[config.mk]
export PLATFORM = sky130hd
export DESIGN_NAME = nrt_seq
export DESIGN_NICKNAME = d
export VERILOG_FILES = /design/src/hdl/nrt_pkg.sv /design/src/hdl/nrt_seq.sv
export SDC_FILE = /design/constraint.sdc
export NUM_CORES = 1
export LEC_CHECK = 0
export BUFFER_PORTS_ARGS = -buffer_cell sky130_fd_sc_hd__buf_2
export CORE_AREA = 5 5 319 321
export CTS_CLUSTER_SIZE = 16
export DETAILED_ROUTE_END_ITERATION = 12
export DIE_AREA = 0 0 324 326
export GPL_TIMING_DRIVEN = 0
export PLACE_DENSITY_LB_ADDON = 0.05
export SYNTH_ARGS = -nofsm -noshare
export SYNTH_HDL_FRONTEND = slang
export SYNTH_SLANG_ARGS = --single-unit
[constraint.sdc]
create_clock -name clock -period 59.6 [get_ports clock]
set_input_delay 2.98 -clock clock [delete_from_list [all_inputs] [get_ports clock]]
set_output_delay 2.98 -clock clock [all_outputs]
set_load 0.05 [all_outputs]
[src/hdl/nrt_pkg.sv]
// Name registry table package: status and opcode codes, field widths.
// No dependencies; imported by every module of the name registry table.
package nrt_pkg;

   localparam int WORD_W    = 64;
   localparam int OP_W      = 2;
   localparam int IN_LEN_W  = 8;
   localparam int STATUS_W  = 3;
   localparam int SLOT_W    = 12;

   localparam logic [OP_W-1:0] OP_REGISTER = 2'd1;
   localparam logic [OP_W-1:0] OP_LOOKUP   = 2'd2;

   localparam logic [STATUS_W-1:0] STS_OK        = 3'd0;
   localparam logic [STATUS_W-1:0] STS_BAD_ARG   = 3'd1;
   localparam logic [STATUS_W-1:0] STS_EXISTS    = 3'd2;
   localparam logic [STATUS_W-1:0] STS_FULL      = 3'd3;
   localparam logic [STATUS_W-1:0] STS_NOT_FOUND = 3'd4;
   localparam logic [STATUS_W-1:0] STS_BAD_OP    = 3'd5;

   localparam logic [SLOT_W-1:0] SLOT_BASE_RST = 12'd32;

endpackage

[src/hdl/nrt_seq.sv]
// Request sequencer of the name registry table: entry scan, append, result register.
// Drives nrt_store read and write ports. Uses nrt_pkg.
module nrt_seq #(
   parameter int DEPTH  = 32,
   parameter int IDX_W  = 5,
   parameter int CNT_W  = 6,
   parameter int NAME_W = 256,
   parameter int LEN_W  = 6
) (
   input  logic                          clock,
   input  logic                          reset,
   input  logic                          req_valid,
   output logic                          req_ready,
   input  logic [nrt_pkg::OP_W-1:0]      req_op,
   input  logic [NAME_W-1:0]             req_key,
   input  logic [LEN_W-1:0]              req_len,
   input  logic [nrt_pkg::SLOT_W-1:0]    slot_base,
   output logic                          rd_en,
   output logic [IDX_W-1:0]              rd_addr,
   input  logic [NAME_W-1:0]             rd_name,
   input  logic [LEN_W-1:0]              rd_len,
   output logic                          wr_en,
   output logic [IDX_W-1:0]              wr_addr,
   output logic [NAME_W-1:0]             wr_name,
   output logic [LEN_W-1:0]              wr_len,
   output logic                          rsp_valid,
   input  logic                          rsp_ready,
   output logic [nrt_pkg::STATUS_W-1:0]  rsp_status,
   output logic [nrt_pkg::SLOT_W-1:0]    rsp_endpoint_slot
);
   import nrt_pkg::*;

   localparam logic [1:0] ST_IDLE = 2'd0;
   localparam logic [1:0] ST_SCAN = 2'd1;
   localparam logic [1:0] ST_DONE = 2'd2;

   logic [1:0]          state_ff, state_in;
   logic [CNT_W-1:0]    cnt_ff, cnt_in;
   logic [CNT_W-1:0]    rd_idx_ff, rd_idx_in;
   logic                cmp_vld_ff, cmp_vld_in;
   logic [IDX_W-1:0]    cmp_idx_ff, cmp_idx_in;
   logic [OP_W-1:0]     op_ff, op_in;
   logic [NAME_W-1:0]   key_ff, key_in;
   logic [LEN_W-1:0]    len_ff, len_in;
   logic [STATUS_W-1:0] res_status_ff, res_status_in;
   logic [SLOT_W-1:0]   res_slot_ff, res_slot_in;
   logic                rsp_valid_ff, rsp_valid_in;
   logic [STATUS_W-1:0] rsp_status_ff, rsp_status_in;
   logic [SLOT_W-1:0]   rsp_slot_ff, rsp_slot_in;
   logic                accept;
   logic                hit;
   logic                scan_end;

   assign req_ready = (state_ff == ST_IDLE);
   assign accept    = req_valid && req_ready;
   assign hit       = cmp_vld_ff && (rd_len == len_ff) && (rd_name == key_ff);
   assign scan_end  = hit || (!cmp_vld_ff && (rd_idx_ff == cnt_ff));
   assign rd_en     = (state_ff == ST_SCAN) && !scan_end && (rd_idx_ff != cnt_ff);
   assign rd_addr   = rd_idx_ff[IDX_W-1:0];
   assign wr_addr   = cnt_ff[IDX_W-1:0];
   assign wr_name   = key_ff;
   assign wr_len    = len_ff;

   always_comb begin
      state_in      = state_ff;
      cnt_in        = cnt_ff;
      rd_idx_in     = rd_idx_ff;
      cmp_vld_in    = rd_en;
      cmp_idx_in    = rd_addr;
      op_in         = op_ff;
      key_in        = key_ff;
      len_in        = len_ff;
      res_status_in = res_status_ff;
      res_slot_in   = res_slot_ff;
      rsp_valid_in  = rsp_valid_ff && !rsp_ready;
      rsp_status_in = rsp_status_ff;
      rsp_slot_in   = rsp_slot_ff;
      wr_en         = 1'b0;
      if (rd_en) begin
         rd_idx_in = rd_idx_ff + CNT_W'(1);
      end
      unique case (state_ff)
         ST_IDLE: begin
            if (accept) begin
               op_in       = req_op;
               key_in      = req_key;
               len_in      = req_len;
               rd_idx_in   = '0;
               res_slot_in = '0;
               if (req_op != OP_REGISTER && req_op != OP_LOOKUP) begin
                  res_status_in = STS_BAD_OP;
                  state_in      = ST_DONE;
               end else if (req_len == '0) begin
                  res_status_in = STS_BAD_ARG;
                  state_in      = ST_DONE;
               end else begin
                  state_in = ST_SCAN;
               end
            end
         end
         ST_SCAN: begin
            if (scan_end) begin
               state_in = ST_DONE;
               if (op_ff == OP_LOOKUP) begin
                  if (hit) begin
                     res_status_in = STS_OK;
                     res_slot_in   = slot_base + SLOT_W'(cmp_idx_ff);
                  end else begin
                     res_status_in = STS_NOT_FOUND;
                  end
               end else if (hit) begin
                  res_status_in = STS_EXISTS;
               end else if (cnt_ff == CNT_W'(DEPTH)) begin
                  res_status_in = STS_FULL;
               end else begin
                  wr_en         = 1'b1;
                  cnt_in        = cnt_ff + CNT_W'(1);
                  res_status_in = STS_OK;
               end
            end
         end
         ST_DONE: begin
            if (!rsp_valid_ff || rsp_ready) begin
               rsp_valid_in  = 1'b1;
               rsp_status_in = res_status_ff;
               rsp_slot_in   = res_slot_ff;
               state_in      = ST_IDLE;
            end
         end
         default: begin
            state_in = ST_IDLE;
         end
      endcase
   end

   always_ff @(posedge clock) begin
      if (reset) begin
         state_ff     <= ST_IDLE;
         cnt_ff       <= '0;
         rd_idx_ff    <= '0;
         cmp_vld_ff   <= 1'b0;
         rsp_valid_ff <= 1'b0;
      end else begin
         state_ff     <= state_in;
         cnt_ff       <= cnt_in;
         rd_idx_ff    <= rd_idx_in;
         cmp_vld_ff   <= cmp_vld_in;
         rsp_valid_ff <= rsp_valid_in;
      end
   end

   always_ff @(posedge clock) begin
      cmp_idx_ff    <= cmp_idx_in;
      op_ff         <= op_in;
      key_ff        <= key_in;
      len_ff        <= len_in;
      res_status_ff <= res_status_in;
      res_slot_ff   <= res_slot_in;
      rsp_status_ff <= rsp_status_in;
      rsp_slot_ff   <= rsp_slot_in;
   end

   assign rsp_valid         = rsp_valid_ff;
   assign rsp_status        = rsp_status_ff;
   assign rsp_endpoint_slot = rsp_slot_ff;

endmodule

[Yosys cells after proc, flatten, opt, wreduce, memory -nomap -nowiden]
Index checks and enable logic that the tools add are counted.
Operators by class
  $add $sub $neg: 3
  equality and inequality tests: 16
  muxes and demuxes: 30
  bitwise gates (word level): 3
  reduce and logical (&&, ||, !) cells: 23
Operators by type and width (number)
  $eq A256 B256 Y1: 1
  $mux W12: 4
  $pmux W12 S2: 1
  $mux W3: 6
  $mux W6: 3
  $mux W2: 7
  $add A12 B5 Y12: 1
  $add A6 B1 Y6 const B: 2
  $eq A6 B6 Y1: 2
  $reduce_and A5 Y1: 2
  $logic_and A1 B1 Y1: 8
  $ne A2 B2 Y1 const B: 4
  $mux W1: 7
  $eq A6 B6 Y1 const B: 1
  $logic_not A6 Y1: 1
  $ne A2 B1 Y1 const B: 3
  $ne A6 B6 Y1: 1
  $pmux W2 S3: 1
  $pmux W3 S2: 1
  $eq A2 B2 Y1 const B: 2
  $logic_not A1 Y1: 4
  $reduce_and A2 Y1: 2
  $reduce_and A4 Y1: 1
  $ne A3 B1 Y1 const B: 1
  other kinds (6): 9
Storage, ports and cells
  register bits: 315
  input bits: 542
  word-level logic and storage cells: 88

[Logic depth before layout (Yosys ltp)]
Gate-level depths: netlist (run 1).
  word-level depth: 10
  depth in mapped cells: 10

[Least setup slack after synthesis (run 1)]
OpenSTA, ideal clock, no wires.
  kind: input to register
  from: in req_valid
  to: reg rd_idx_ff[1]
  setup time: 0.145 ns
  data arrival time: 23.939 ns
  data required time: 59.455 ns
  path slack: 35.516 ns
  stages: 5
  cell sequence: inv_1 > nor3_1 > nor2_1 > nand4_1 > o21ai_1
On the way
  cells in the longest elaborated chain, start to end: 3
RTL lines
  from (decl): line nrt_seq.sv:12  | input logic req_valid,
  $logic_and A1 B1 Y1: line nrt_seq.sv:55  | assign accept = req_valid && req_ready;
  $mux W6: line nrt_seq.sv:84  | if (accept) begin
  $mux W6: line nrt_seq.sv:82  | unique case (state_ff)
  to (signal assigned): line nrt_seq.sv:146  | rd_idx_ff <= rd_idx_in;
  to (decl): line nrt_seq.sv:39  | logic [CNT_W-1:0] rd_idx_ff, rd_idx_in;
Every way passes these cells.
A chain may end at the register's enable or synchronous reset.

[Worst setup path in the final report (run 1)]
  from: in rd_name[151]
  to: out rd_en
On the way
  cells in the longest elaborated chain, start to end: 6
RTL lines
  from (decl): line nrt_seq.sv:20  | input logic [NAME_W-1:0] rd_name,
  $eq A256 B256 Y1: line nrt_seq.sv:56  | assign hit = cmp_vld_ff && (rd_len == len_ff) && (rd_name == key_ff);
  $logic_and A1 B1 Y1: line nrt_seq.sv:56
  $logic_or A1 B1 Y1: line nrt_seq.sv:57  | assign scan_end = hit || (!cmp_vld_ff && (rd_idx_ff == cnt_ff));
  $logic_not A1 Y1: line nrt_seq.sv:58  | assign rd_en = (state_ff == ST_SCAN) && !scan_end && (rd_idx_ff != cnt_ff);
  $logic_and A1 B1 Y1 (2 in series): line nrt_seq.sv:58
  to (decl): line nrt_seq.sv:18  | output logic rd_en,
Every way passes these cells.

==> results of run 1 <==
==> area by class of cell <==
type,count,share of cell area [%]
diodes,24,0.2846
clock inverters,27,1.227
flip-flops and latches,315,43.83
repair buffers,862,21.33
well taps,1298,7.696
inverters,56,0.9961
plain buffers,16,0.5040
clock buffers,54,5.698
multi-input cells,525,18.43
==> synth_stat cells (6+ instances only) <==
| library cell | n |
|---|---|
| nor2_1 | 26 |
| o2111ai_1 | 7 |
| nand2b_1 | 26 |
| a2111o_1 | 9 |
| nor4_1 | 37 |
| ha_1 | 8 |
| inv_1 | 56 |
| a21oi_1 | 9 |
| nand4_1 | 43 |
| xor2_1 | 93 |
| and3_1 | 7 |
| dfxtp_1 | 21 |
| buf_4 | 10 |
| o22ai_1 | 18 |
| edfxtp_1 | 294 |
| nand2_1 | 23 |
| nor2b_1 | 39 |
| a22o_1 | 6 |
| xnor2_1 | 122 |
==> state kept, by name (all words and copies together) (netlist names) <==
signal,cells
cmp_vld_ff,1
rsp_endpoint_slot,12
state_ff,2
wr_len,6
op_ff,2
wr_name,256
res_status_ff,3
rsp_status,3
cmp_idx_ff,5
rsp_valid,1
res_slot_ff,12
rd_idx_ff,6
cnt_ff,6
==> report_power, final <==
part	total, mW	internal [mW]	switching (mW)	leakage [nW]
Combinational	0.148	0.0432	0.104	5.10
Clock	0.275	0.165	0.110	0.712
Sequential	0.279	0.266	0.0128	2.98
==> metal layers <==
metal / vias to the layer above / GRT usage [%] / share of wire [%]
met3: 153 / 6.710 / 11
li1: 5232 / - / -
met5: - / 0 / 0.44
met1: 5104 / 13.79 / 35
met2: 548 / 25.28 / 51
met4: 52 / 3.656 / 2.3
==> worst paths after layout <==
path,end,slack (ns),startpoint,cells after the start
hold reg to reg,rsp_endpoint_slot[9],0.42,res_slot_ff[9],0
hold / removal,rsp_endpoint_slot[9],0.42,res_slot_ff[9],0
setup / recovery,rd_en,50.13,rd_name[151],10
setup reg to reg,res_slot_ff[9],54.58,wr_name[151],9
==> kinds of logic after synthesis <==
group	Yosys count	share of synthesized area, %
DFF	315	68.78
and+or+nand+nor	226	9.733
xor gates and xnor gates	215	14.00
AOI/OAI and AO/OA	73	4.085
buffers and inverters	72	2.354
adders and majority gates	9	0.8933
muxes	2	0.1489
==> worst reg2reg max path: cells and delay by family (launching register included) <==
family | cells | cell delay (ns)
compound gates | 2 | 0.54
flops | 1 | 0.41
buf+inv | 1 | 0.22
simple gates | 6 | 3.45
==> results.py, run 1 <==
metrics = {
    "synth": {
        "register_bit_count_reported_by_yosys": 315,
        "ys.warnings.count": 0,
        "yosysSeqAreaShare_pct": 68.78,
        "synthDistinctLibCells": 47,
        "netlist.top_cell.by_area": "edfxtp_1",
        "synth_enable_flop_cells": 294,
        "synth_area_per_cell_um2": 14.74,
        "summed_instance_area_of_the_synthesized_netlist_um2": 13450,
        "synth_top_cell_area_share_pct": 65.66,
        "area_contributors_post_synth": "edfxtp_1 (66%), xnor2_1 (7.9%), xor2_1 (6.1%)",
        "synthesis.instances": 912,
        "dominantRegCellSynth": "edfxtp_1",
        "ys_async_sr_fraction_pct": 0,
        "synth.net_count": 1463,
    },
    "clock_network": {
        "post-cts-setup-buffers": 0,
        "post_cts_hold_buffer_count": 0,
        "clkTransAtPathRegs_ns": 0.05,
        "cts_made_buffers": 46,
        "cts_root_buf": "clkbuf_16",
        "htree_levels": 2,
        "tritoncts_clock_tree": "yes",
        "cts_resized": 0,
        "clk_path_buf_depth": 3,
        "clkSinkCount": 315,
        "clk_latency_ns": 0.60,
    },
    "power": {
        "power_leakage_nw": 8.794,
        "total_power_per_unit_cell_area_nw_per_um2": 33.23,
        "vdd.ir_drop.worst_v": 0.00001647,
        "post-layout-total-power_mw": 0.7012,
    },
    "sta": {
        "finClkSkew_ns": 0.02218,
        "hold-worst-slack_ns": 0.4201,
        "grt_setup_unrepaired": "false",
        "setup_tns_ns": 0,
        "timing.final.hold_violations": 0,
        "max_slew.worst_pin.slew_ns": 1.195,
        "maxSlewViolCount": 0,
        "timing.final.crit_period_ns": 9.466,
        "setup_viol_count_final": 0,
        "achievable-frequency_mhz": 105.6,
        "timing.slew.headroom_pct": 20.15,
        "timing.final.crit_share_pct": 15.88,
        "setup_slack_ns": 50.13,
    },
    "place": {
        "gp_congestion": 0.7785,
        "numPortBuffers": 832,
        "placedCellCount": 3072,
        "post_dp_cell_area_um2": 19580,
        "detailed_place_hpwl_mm": 66.61,
        "pre_cts_ws_ns": 49.96,
    },
    "layout": {
        "final_cell_mix": "buf_2 (833), edfxtp_1 (294), xnor2_1 (122), xor2_1 (93), inv_1 (56)",
        "design.final.nets": 2373,
        "sequential_cell_area_um2": 9249,
        "post-route-util_pct": 21.32,
        "post_layout_nonfiller_instances": 3177,
        "layout.cells.most_common": "buf_2",
        "multi_input_area_um2": 3889,
        "filler_cell_count": 10880,
        "layout-drive-gt1-share_pct": 50.94,
        "syn_to_final_growth_pct": 56.93,
        "final_design_area_no_fill_um2": 21100,
    },
    "route": {
        "detail-route-antenna-nets": 0,
        "drt_iter0_drc": 358,
        "routed_via_density": 3.490,
        "vias": 11090,
        "post_drt_wl_per_cell_um": 23.99,
        "detail_route.first_pass.iterations": 4,
        "detailed_route_wl_mm": 76.22,
        "route.detailed.drc": 0,
    },
    "worst_setup_path": {
        "cp_cell_instances": "buf_2 -> nor2b_1 -> a2111o_1 -> nor4_1 -> nand4_1 -> or4_1 -> or4_1 -> buf_2 -> and2_4 -> buf_2",
        "worst-path-buf-inv": 3,
        "critPathKind": "primary input to output pin",
        "critical_path.max_fanout": 6,
        "cp_data_arrival_time_ns": 6.49,
        "path_common_cell": "buf_2",
        "slowest_delay_ns": 0.68,
        "worst_path_dominant_cell_family": "simple AND/OR/NAND/NOR gates",
        "setup.worst_path.start_class": "primary input",
        "critical_path.endpoint_type": "output pin",
        "timing.critical_path.required_ns": 56.62,
        "worst_path_max_delay_cell": "nor4_1",
    },
    "run": {
        "maxCapViolations": 0,
    },
    "floorplan": {
        "die_area_um2": 105600,
        "io_pins": 833,
        "floorplan.initialDensity_pct": 13.58,
        "design.core.area_um2": 98980,
        "placement_rows": 116,
        "dieHeight_um": 326,
        "dieWidth_um": 324,
    },
    "status": {
        "status": "complete, no violations",
    },
    "grt": {
        "wire_length_of_the_first_global_routing_pass_mm": 99.44,
        "global_route.overflow_total": 0,
        "grt_max_degree": 16,
        "first_global_vias": 12230,
        "number_of_antenna_violations_at_the_first_check_in_global_routing": 66,
        "globalRouteTotalUtil_pct": 13.75,
    },
    "hold_path": {
        "holdCritPathClass": "register to register",
    },
}
(Power assumes the default switching activity.)
==> inputs of run 2 (changes only) <==
--- a/config.mk
+++ b/config.mk
@@ -6,10 +6,10 @@
 export NUM_CORES = 1
 export LEC_CHECK = 0
 export BUFFER_PORTS_ARGS = -buffer_cell sky130_fd_sc_hd__buf_2
-export CORE_AREA = 5 5 319 321
+export CORE_AREA = 5 5 323 325
 export CTS_CLUSTER_SIZE = 16
 export DETAILED_ROUTE_END_ITERATION = 12
-export DIE_AREA = 0 0 324 326
+export DIE_AREA = 0 0 328 330
 export GPL_TIMING_DRIVEN = 0
 export PLACE_DENSITY_LB_ADDON = 0.05
 export SYNTH_ARGS = -nofsm -noshare
==> constraint.sdc (replaced) <==
create_clock -name clock -period 8.4 [get_ports clock]
set_input_delay 0.42 -clock clock [delete_from_list [all_inputs] [get_ports clock]]
set_output_delay 0.42 -clock clock [all_outputs]
set_load 0.05 [all_outputs]
==> results.py, run 2 (same netlist as run 1, synthesis figures left out) <==
metrics = {
    "status": {
        "status": "complete, no violations",
    },
    "layout": {
        "max_reg_flops": 256,
        "final_cell_mix": "buf_2 (833), edfxtp_1 (294), dlygate4sd3_1 (261), xnor2_1 (122), xor2_1 (93)",
        "syn_to_final_growth_pct": 77.52,
        "layout.cells.most_common": "buf_2",
        "post_layout_nonfiller_instances": 3495,
        "layout-drive-gt1-share_pct": 44.35,
        "design.final.nets": 2622,
        "post-route-util_pct": 23.60,
        "filler_cell_count": 11040,
    },
    "floorplan": {
        "io_pins": 833,
        "dieHeight_um": 330,
        "die_area_um2": 108200,
        "dieWidth_um": 328,
        "floorplan.initialDensity_pct": 13.29,
        "design.core.area_um2": 101200,
        "placement_rows": 117,
    },
    "hold_path": {
        "min_delay_worst_endpoint": "wr_name[103]",
        "hold_path.startpoint": "req_key[103]",
        "holdCritPathClass": "primary input to register",
        "hold-path-cell-count": 1,
    },
    "grt": {
        "number_of_antenna_violations_at_the_first_check_in_global_routing": 50,
        "wire_length_of_the_first_global_routing_pass_mm": 104.2,
        "grt_max_degree": 18,
        "globalRouteTotalUtil_pct": 13.80,
        "first_global_vias": 13490,
        "global_route.overflow_total": 0,
    },
    "place": {
        "pre_cts_ws_ns": 3.010,
        "placedCellCount": 3132,
        "gp_congestion": 0.8355,
        "detailed_place_hpwl_mm": 67.90,
        "numPortBuffers": 832,
    },
    "sta": {
        "setup_viol_count_final": 0,
        "timing.final.crit_period_ns": 4.851,
        "hold-worst-slack_ns": 0.06622,
        "timing.final.crit_share_pct": 57.75,
        "maxSlewViolCount": 0,
        "achievable-frequency_mhz": 206.2,
        "timing.slew.headroom_pct": 19.07,
        "setup_slack_ns": 3.549,
        "timing.final.hold_violations": 0,
        "max_slew.worst_pin.slew_ns": 1.211,
        "finClkSkew_ns": 0.02409,
        "grt_setup_unrepaired": "false",
    },
    "route": {
        "vias": 11970,
        "route.detailed.drc": 0,
        "detail_route.first_pass.iterations": 4,
        "post_drt_wl_per_cell_um": 22.29,
        "routed_via_density": 3.423,
        "drt_iter0_drc": 386,
        "detailed_route_wl_mm": 77.89,
        "detail-route-antenna-nets": 0,
    },
    "worst_setup_path": {
        "critical_path.max_fanout": 12,
        "setup.worst_path.start_class": "register",
        "reg2reg_setup_slack_ns": 3.55,
        "critical_path.endpoint_type": "register",
        "critPathKind": "register to register",
        "worstReg2RegEnd": "res_slot_ff[6]",
        "setup.worst_path.start": "wr_name[248]",
        "logic_depth_of_the_worst_register_to_register_path": 8,
        "cp_data_arrival_time_ns": 5.05,
        "regToRegStartpoint": "wr_name[248]",
        "timing.critical_path.required_ns": 8.60,
    },
    "power": {
        "power_leakage_nw": 9.898,
        "total_power_per_unit_cell_area_nw_per_um2": 210.4,
        "vdd.ir_drop.worst_v": 0.0001289,
    },
    "clock_network": {
        "tritoncts_clock_tree": "yes",
        "htree_levels": 2,
        "clkTransAtPathRegs_ns": 0.06,
        "cts_root_buf": "clkbuf_16",
        "cts_made_buffers": 44,
        "clkSinkCount": 315,
        "clk_latency_ns": 0.60,
        "clk_path_buf_depth": 3,
        "cts_resized": 0,
    },
    "run": {
        "maxCapViolations": 0,
    },
}
-- run 2: layer usage --
layer / vias up / global-route usage (%) / part of all wire [%]
li1: 5732 / - / -
met1: 5514 / 14.55 / 37
met2: 552 / 24.88 / 50
met3: 127 / 6.469 / 10
met4: 40 / 3.597 / 2.2
met5: - / 0 / 0.33
-- run 2: area by class of cell --
cell class	count	area (um^2)	share of cell area, %
buffer	16	106.4	0.4455
multi-input combinational	525	3895	16.32
sequential	315	9249	38.75
clock inverter	26	201.4	0.8439
antenna	21	52.55	0.2201
clock buffer	55	1205	5.048
timing repair buffer	1113	7239	30.33
inverter	56	210.2	0.8806
tap	1368	1712	7.171
-- run 2: where the power goes --
part	total [mW]	switching [mW]	internal (mW)
combinational	1.18	0.773	0.405
clock	1.86	0.759	1.10
sequential	1.98	0.0929	1.89
-- run 2: worst max-delay path by stage --
stage                      endpoint  slack [ns]  depth (start not counted)
CTS                  res_slot_ff[6]        3.00                          8
global placement       rd_idx_ff[1]       -5.52                          5
floorplan              rd_idx_ff[2]        0.25                          6
global route        res_slot_ff[11]        2.98                          8
detailed placement  res_slot_ff[11]        3.01                          8
finish               res_slot_ff[6]        3.55                          8
-- run 2: timing repair --
item,in CTS,in global routing
buffers inserted,0,0
endpoints found under the hold margin,261,0
hold buffers,261,0
-- run 2: critical path, cell delays in order, from the launching register on --
cell,delay [ns]
edfxtp_1,0.46
xor2_1,0.21
a2111oi_0,0.95
nand4_1,0.28
or4_1,0.61
or4_1,0.63
buf_2,0.22
o22ai_1,0.13
nor2b_1,0.96
-- run 2: metrics by stage --
step	instance area (um^2)	total power, mW	setup TNS, ns
2_1_floorplan	13460	2.641	0
5_1_grt	23840	5.268	0
6_report	23870	5.022	0
3_3_place_gp	19330	3.113	-1005.80
3_5_place_dp	19800	3.126	0
4_1_cts	23820	5.163	0
